`config.mk`:
```
export PLATFORM = sky130hd
export DESIGN_NAME = vang_sqrt
export DESIGN_NICKNAME = d
export VERILOG_FILES = /design/src/design/vang_pkg.sv /design/src/design/vang_sqrt.sv
export SDC_FILE = /design/constraint.sdc
export NUM_CORES = 2
export LEC_CHECK = 0
export BUFFER_PORTS_ARGS = -buffer_cell sky130_fd_sc_hd__buf_2
export CORE_MARGIN = 3
export CORE_UTILIZATION = 35
export DETAILED_ROUTE_END_ITERATION = 10
export SYNTH_ARGS = -nofsm -noshare
export SYNTH_HDL_FRONTEND = slang
export SYNTH_SLANG_ARGS = --single-unit
```
`constraint.sdc`:
```
create_clock -name i_clk -period 4.95 [get_ports i_clk]
set_clock_uncertainty 0.1 [all_clocks]
set_input_delay 0.7425 -clock i_clk [delete_from_list [all_inputs] [get_ports i_clk]]
set_output_delay 0.7425 -clock i_clk [all_outputs]
set_load 0.01 [all_outputs]
```
`src/design/vang_pkg.sv`:
```
// vang_pkg: shared types and constants of the vector angle pipeline
// holds the side-band struct, status codes, cross-term pairs and the arctangent table
// no dependencies
`default_nettype none
package vang_pkg;
    localparam int TURN_FRAC    = 30;
    localparam int CORDIC_STEPS = 31;
    localparam int SUM_W        = 66;
    localparam int AD_W         = 33;
    localparam int ROOT_W       = 33;
    localparam int XY_W         = 40;
    localparam int Z_W          = 33;

    localparam logic [Z_W-1:0] PI_Q30      = 33'd3373259426;
    localparam logic [Z_W-1:0] HALF_PI_Q30 = 33'd1686629713;

    localparam int PAIR_A [6] = '{0, 0, 0, 1, 1, 2};
    localparam int PAIR_B [6] = '{1, 2, 3, 2, 3, 3};

    typedef enum logic [1:0] {
        ST_OK     = 2'd0,
        ST_P_ZERO = 2'd1,
        ST_Q_ZERO = 2'd2,
        ST_CLAMP  = 2'd3
    } t_status;

    typedef struct packed {
        logic    valid;
        logic    neg;
        t_status status;
    } t_side;

    function automatic logic [31:0] atan_q30(input int i);
        logic [31:0] v;
        case (i)
            0:  v = 32'h3243F6A8;
            1:  v = 32'h1DAC6705;
            2:  v = 32'h0FADBAFC;
            3:  v = 32'h07F56EA6;
            4:  v = 32'h03FEAB76;
            5:  v = 32'h01FFD55B;
            6:  v = 32'h00FFFAAA;
            7:  v = 32'h007FFF55;
            8:  v = 32'h003FFFEA;
            9:  v = 32'h001FFFFD;
            10: v = 32'h000FFFFF;
            11: v = 32'h0007FFFF;
            12: v = 32'h0003FFFF;
            13: v = 32'h0001FFFF;
            14: v = 32'h0000FFFF;
            15: v = 32'h00007FFF;
            16: v = 32'h00003FFF;
            17: v = 32'h00001FFF;
            18: v = 32'h00000FFF;
            19: v = 32'h000007FF;
            20: v = 32'h000003FF;
            21: v = 32'h000001FF;
            22: v = 32'h000000FF;
            23: v = 32'h0000007F;
            24: v = 32'h0000003F;
            25: v = 32'h0000001F;
            26: v = 32'h0000000F;
            27: v = 32'h00000008;
            28: v = 32'h00000004;
            29: v = 32'h00000002;
            30: v = 32'h00000001;
            default: v = 32'h0;
        endcase
        return v;
    endfunction
endpackage
`default_nettype wire

```
`src/design/vang_sqrt.sv`:
```
// vang_sqrt: pipelined restoring integer square root, one result bit per stage
// depends on vang_pkg
`default_nettype none
module vang_sqrt (
    input  wire logic                       i_clk,
    input  wire logic                       i_rst_n,
    input  wire logic [vang_pkg::SUM_W-1:0] i_rad,
    input  wire logic [vang_pkg::AD_W-1:0]  i_ad,
    input  wire vang_pkg::t_side            i_side,
    output logic [vang_pkg::ROOT_W-1:0]     o_root,
    output logic [vang_pkg::AD_W-1:0]       o_ad,
    output vang_pkg::t_side                 o_side
);
    import vang_pkg::*;

    localparam int REM_W = 36;

    logic [SUM_W-1:0]  w_rad  [ROOT_W+1];
    logic [REM_W-1:0]  w_rem  [ROOT_W+1];
    logic [ROOT_W-1:0] w_root [ROOT_W+1];
    logic [AD_W-1:0]   w_ad   [ROOT_W+1];
    t_side             w_side [ROOT_W+1];

    assign w_rad[0]  = i_rad;
    assign w_rem[0]  = '0;
    assign w_root[0] = '0;
    assign w_ad[0]   = i_ad;
    assign w_side[0] = i_side;

    for (genvar j = 0; j < ROOT_W; j++) begin : g_stage
        logic [SUM_W-1:0]  r_rad;
        logic [REM_W-1:0]  r_rem, n_rem;
        logic [ROOT_W-1:0] r_root, n_root;
        logic [AD_W-1:0]   r_ad;
        t_side             r_side;

        always_comb begin
            logic [REM_W-1:0] remn;
            logic [REM_W-1:0] trial;
            remn  = {w_rem[j][REM_W-3:0], w_rad[j][SUM_W-1:SUM_W-2]};
            trial = REM_W'({w_root[j], 2'b01});
            if (remn >= trial) begin
                n_rem  = remn - trial;
                n_root = {w_root[j][ROOT_W-2:0], 1'b1};
            end else begin
                n_rem  = remn;
                n_root = {w_root[j][ROOT_W-2:0], 1'b0};
            end
        end

        always_ff @(posedge i_clk) begin
            if (!i_rst_n) begin
                r_side <= '0;
            end else begin
                r_side <= w_side[j];
            end
        end

        always_ff @(posedge i_clk) begin
            r_rad  <= w_rad[j] << 2;
            r_rem  <= n_rem;
            r_root <= n_root;
            r_ad   <= w_ad[j];
        end

        assign w_rad[j+1]  = r_rad;
        assign w_rem[j+1]  = r_rem;
        assign w_root[j+1] = r_root;
        assign w_ad[j+1]   = r_ad;
        assign w_side[j+1] = r_side;
    end

    assign o_root = w_root[ROOT_W];
    assign o_ad   = w_ad[ROOT_W];
    assign o_side = w_side[ROOT_W];
endmodule
`default_nettype wire

```
# [Yosys cells after proc, flatten, opt, wreduce, memory -nomap -nowiden]
# Cells that the tools add are included.
[totals] regBits=3895 input_bits=105 output_inout_bits=70 wordCells=360
[classes] addsub=32 magnitude_cmp=33 mux=65
[op_table] operator="34-bit two-way mux" n=31
[op_table] operator="36-bit by 10-bit greater-or-equal comparator with 1-bit output" n=1
[op_table] operator="36-bit by 11-bit greater-or-equal comparator with 1-bit output" n=1
[op_table] operator="36-bit by 12-bit greater-or-equal comparator with 1-bit output" n=1
[op_table] operator="36-bit by 13-bit greater-or-equal comparator with 1-bit output" n=1
[op_table] operator="36-bit by 14-bit greater-or-equal comparator with 1-bit output" n=1
[op_table] operator="36-bit by 15-bit greater-or-equal comparator with 1-bit output" n=1
[op_table] operator="36-bit by 16-bit greater-or-equal comparator with 1-bit output" n=1
[op_table] operator="36-bit by 17-bit greater-or-equal comparator with 1-bit output" n=1
[op_table] operator="36-bit by 18-bit greater-or-equal comparator with 1-bit output" n=1
[op_table] operator="36-bit by 19-bit greater-or-equal comparator with 1-bit output" n=1
[op_table] operator="36-bit by 20-bit greater-or-equal comparator with 1-bit output" n=1
[op_table] operator="36-bit by 21-bit greater-or-equal comparator with 1-bit output" n=1
[op_table] operator="36-bit by 22-bit greater-or-equal comparator with 1-bit output" n=1
[op_table] operator="36-bit by 23-bit greater-or-equal comparator with 1-bit output" n=1
[op_table] operator="36-bit by 24-bit greater-or-equal comparator with 1-bit output" n=1
[op_table] operator="36-bit by 25-bit greater-or-equal comparator with 1-bit output" n=1
[op_table] operator="36-bit by 26-bit greater-or-equal comparator with 1-bit output" n=1
[op_table] operator="36-bit by 27-bit greater-or-equal comparator with 1-bit output" n=1
[op_table] operator="36-bit by 28-bit greater-or-equal comparator with 1-bit output" n=1
[op_table] operator="36-bit by 29-bit greater-or-equal comparator with 1-bit output" n=1
[op_table] operator="36-bit by 3-bit greater-or-equal comparator with 1-bit output" n=1
[op_table] operator="36-bit by 30-bit greater-or-equal comparator with 1-bit output" n=1
[op_table] operator="36-bit by 31-bit greater-or-equal comparator with 1-bit output" n=1
[op_table] operator="44 further kinds" n=76

# [Logic depth before layout (Yosys ltp)]
[depth] depth_word=2 ltp_mapped=15 mapped_depth_nobuf=13

# [Worst setup path before layout]
# No wires, ideal clock.
[synth_timing] path_kind="register -> register" from="reg g_stage[12].r_root[0]" to="reg g_stage[13].r_rem[23]" setup_time_ns=0.127 arrival_ns=3.219 required_ns=4.723 path_slack_ns=1.504 path_stages_with_launch=15 path_buffers=1 period_less_slack_ns=3.446 path_cell_list="dfxtp_1 > inv_1 > ha_1 > nor2b_1 > o31a_1 > o31a_1 > o211ai_1 > a21boi_0 > nand3_1 > nor3b_1 > inv_1 > o211ai_1 > clkbuf_1 > nor3_1 > xor2_1"
[synth_between] elab_chain_len=2 word_cells_on_any_way=3 classes_between="add/sub (1); order compare (1); mux (1)"
[synth_lines] item="from (decl)" line_no="vang_sqrt.sv:33" text="logic [ROOT_W-1:0] r_root, n_root;"
[synth_lines] item="from (signal assigned)" line_no="vang_sqrt.sv:62" text="r_root <= n_root;"
[synth_lines] item="34-bit by 15-bit subtractor with 34-bit output / 36-bit by 15-bit greater-or-equal comparator with 1-bit output (equally long branches)" line_no="vang_sqrt.sv:43, vang_sqrt.sv:42"
[synth_lines] item="34-bit two-way mux *" line_no="vang_sqrt.sv:42" text="if (remn >= trial) begin"
[synth_lines] item="via g_stage[13].n_rem[23]" line_no="vang_sqrt.sv:32" text="logic [REM_W-1:0] r_rem, n_rem;"
[synth_lines] item="to (signal assigned)" line_no="vang_sqrt.sv:61" text="r_rem <= n_rem;"
[synth_lines] item="to (decl)" line_no="vang_sqrt.sv:32"
# Mark *: on every way through the listed nets, which the timed path passes. The rest lies on a longest branch.
# A chain may end at the register's enable or synchronous reset.

# [Final worst setup path]
[layout_timing] from="reg g_stage[3].r_rem[22]" to="reg g_stage[4].r_rem[29]"
[layout_between] elab_chain_len=2 word_cells_on_any_way=3 classes_between="add/sub (1); order compare (1); mux (1)"
[layout_lines] item="from (decl)" line_no="vang_sqrt.sv:32"
[layout_lines] item="from (signal assigned)" line_no="vang_sqrt.sv:61"
[layout_lines] item="34-bit by 6-bit subtractor with 34-bit output / 36-bit by 6-bit greater-or-equal comparator with 1-bit output (equally long branches)" line_no="vang_sqrt.sv:43, vang_sqrt.sv:42"
[layout_lines] item="34-bit two-way mux *" line_no="vang_sqrt.sv:42"
[layout_lines] item="via g_stage[4].n_rem[29]" line_no="vang_sqrt.sv:32"
[layout_lines] item="to (signal assigned)" line_no="vang_sqrt.sv:61"
[layout_lines] item="to (decl)" line_no="vang_sqrt.sv:32"
# Marked as above.

==> flow_metrics.tcl <==
set metrics [dict create \
    run_status "completed" \
    vias 72500 \
    layout_common_cells "3875 x dfxtp_1, 743 x inv_1, 602 x a21oi_1" \
    critPathMaxStageDelay_ns 0.80 \
    clkSinkCount 3875 \
    cts.path.max_buffers 4 \
    fin_crit_sh 0.815 \
    yosys.area.top_type_share 0.636 \
    hold_viol_final 0 \
    synthCells 10800 \
    layout_commonest_cell "dfxtp_1" \
    netlist_area_um2 122000 \
    area_growth_pct 17.3 \
    worstPathMaxFanout 14 \
    p_leak_nw 64.8 \
    crit_path_top_delay_cell "or4_1" \
    rows 216 \
    gp_congestion 0.862 \
    ys_warn_count 0 \
    crit_buf_inv 0 \
    place_hpwl_um 160000 \
    fin_nets 12000 \
    via_per_inst 4.47 \
    grt_pass1_wl_um 362000 \
    drive_gt1_frac 0.0923 \
    ant_nets 0 \
    grt_usage 0.122 \
    drt-total-wl_um 223000 \
    p_per_area_nw_per_um2 541 \
    ctsRootBufferMaster "clkbuf_16" \
    dp_worst_setup_slack_ns 0.956 \
    clk_latency_ns 0.93 \
    post_drt_wl_per_cell_um 13.8 \
    die_w_um 596 \
    synthFlopType "dfxtp_1" \
    synth_edf_count 0 \
    first_global_vias 70900 \
    synth.net_count 11500 \
    grt-busiest-layer "met2" \
    cap_violations 0 \
    crit_chain "or4_1, or4_1, nor4_1, o2111ai_1, or4_1, nand2_1, nor2_1, nor4b_1, xor2_1" \
    critPathTopFamily "simple AND/OR/NAND/NOR gates" \
    met3_usage 0.0205 \
    synth_seq_cells 3875 \
    grt_overflow 0 \
    critPathKind "reg2reg" \
    rsz0062_at_grt "false" \
    io_buffers 174 \
    setup_viol_count_final 0 \
    dieArea_um2 356000 \
    synth_cell_types 89 \
    irDropWorstVdd_mv 0.439 \
    use_met1 0.150 \
    ys_async_sr_fraction 0 \
    path_clk_slew_ns 0.06 \
    worst_pin_slew_ns 1.14 \
    cts_made_buffers 393 \
    timing.final.ws_setup_ns 0.914 \
    setup_tns_ns 0 \
    fin_crit_ns 4.04 \
    start_util 0.352 \
    cts.repair.resized 0 \
    drt_pass1_iterations 7 \
    cts-htree-levels 5 \
    drt_iter0_drc 3577 \
    antenna_found_initial 3 \
    grtUsageMet2 0.212 \
    end_kind "register" \
    synth_area_per_cell_um2 11.3 \
    synthTopCellsByArea "dfxtp_1 64%, ha_1 6.1%, xnor2_1 3.2%" \
    hold_path_class "reg2reg" \
    cp_common_cell "or4_1" \
    cts_tree "done" \
    die_h_um 596 \
    coreArea_um2 346000 \
    ys_seq_area_frac 0.636 \
    drc_errors 0 \
    fmax_mhz 248 \
    relSlewSlack 0.237 \
    crit_arrival_ns 4.72 \
    nFillCells 33000 \
    yosysTopAreaCell "dfxtp_1" \
    slew_viol_final 0 \
    ios 175 \
    worst_setup_path_start_kind "register" \
    grt_max_degree 78 \
    critPathRequiredTime_ns 5.64 \
]
-- worst reg2reg max path, cell delays in order (launching register included) --
cell and delay [ns]:
dfxtp_1 0.33, or4_1 0.59, or4_1 0.51, nor4_1 0.48, o2111ai_1 0.33, or4_1 0.80, nand2_1 0.31, nor2_1 0.14
nor4b_1 0.17, xor2_1 0.14
-- flip-flops by register name (all words and copies together), names as in the netlist --
name            flops
g_stage.r_ad     1056
g_stage.r_rad    1056
g_stage.r_rem    1037
g_stage.r_root    528
g_stage.r_side    128
o_ad               33
o_root             33
o_side              4
-- repair_timing --
| action | CTS | global route |
|---|---|---|
| hold endpoints to repair | 104 | 0 |
| hold buffers | 104 | 0 |
| setup buffers | 0 | 0 |
-- metal layers --
layer  part of all wire  up-vias
met5                  0        -
met4              0.038        0
met2               0.47     1131
met1               0.45    33200
met3              0.040      502
li1                   -    37600
-- synthesized netlist by cell type (all sizes together) (47+ instances only) --
master  count
o21a      108
ha        596
a21o      243
nor2b      87
o31ai      65
nor3      251
inv       745
nor4      123
nor2      564
or3        99
xnor2     445
nand2b    103
and2      169
mux2      106
nand3     143
a211oi     59
or4        68
clkbuf    171
o21ai     480
or2        47
a21oi     603
xor2      430
nand2     576
nand4      94
dfxtp    3875
-- through the flow --
| stage | utilization | instances | cell area, um^2 | hold WS, ns | total power, mW |
|---|---|---|---|---|---|
| global route | 0.413 | 16200 | 143000 | 0.202 | 81.5 |
| CTS | 0.413 | 16200 | 143000 | 0.191 | 78.7 |
| finish | 0.413 | 16200 | 143000 | 0.182 | 77.5 |
| detailed placement | 0.370 | 15400 | 128000 | 0.212 | 47.7 |
| global placement | 0.370 | 15400 | 128000 | 0.210 | 47.6 |
| floorplan | - | 10800 | 122000 | 0.210 | 44.8 |
-- logic make-up after synthesis --
group | count (synthesis) | share of synthesized area
buffers and inverters | 935 | 0.0290
flip-flops | 3875 | 0.636
adder cells (fa/ha/maj) | 596 | 0.0611
multiplexers | 119 | 0.0109
AND/OR/NAND/NOR | 2475 | 0.103
XOR/XNOR | 875 | 0.0628
AO/OA/AOI/OAI | 1914 | 0.0976
other | 1 | 0.0000307
-- cell type report --
cell class / count / area, um^2 / area share
Antenna cell: 1 / 2.50 / 0.0000175
Timing Repair Buffer: 321 / 2260 / 0.0158
Clock buffer: 532 / 11100 / 0.0776
Multi-Input combinational cell: 5980 / 41000 / 0.286
Tap cell: 4578 / 5730 / 0.0400
Clock inverter: 188 / 2690 / 0.0188
Sequential cell: 3875 / 77600 / 0.542
Inverter: 746 / 2800 / 0.0196
-- final timing paths --
| path | start | end | slack, ns | cells after the start |
|---|---|---|---|---|
| worst max register to register | g_stage[3].r_rem[22]$_DFF_P_ | g_stage[4].r_rem[29]$_DFF_P_ | 0.91 | 9 |
| worst min register to register | g_stage[23].r_rad[62]$_DFF_P_ | g_stage[24].r_rad[64]$_DFF_P_ | 0.18 | 0 |
| worst max-delay path | g_stage[3].r_rem[22]$_DFF_P_ | g_stage[4].r_rem[29]$_DFF_P_ | 0.91 | 9 |
| worst min-delay path | g_stage[23].r_rad[62]$_DFF_P_ | g_stage[24].r_rad[64]$_DFF_P_ | 0.18 | 0 |
-- power breakdown --
part           internal, mW  switching [mW]  leakage [nW]  total (mW)
combinational          4.28            5.01          25.6        9.28
clock                  18.1            12.3          6.69        30.4
sequential             35.2            2.57          32.5        37.8
total                  57.6            19.9          64.8        77.5
(Power assumes the default switching activity.)
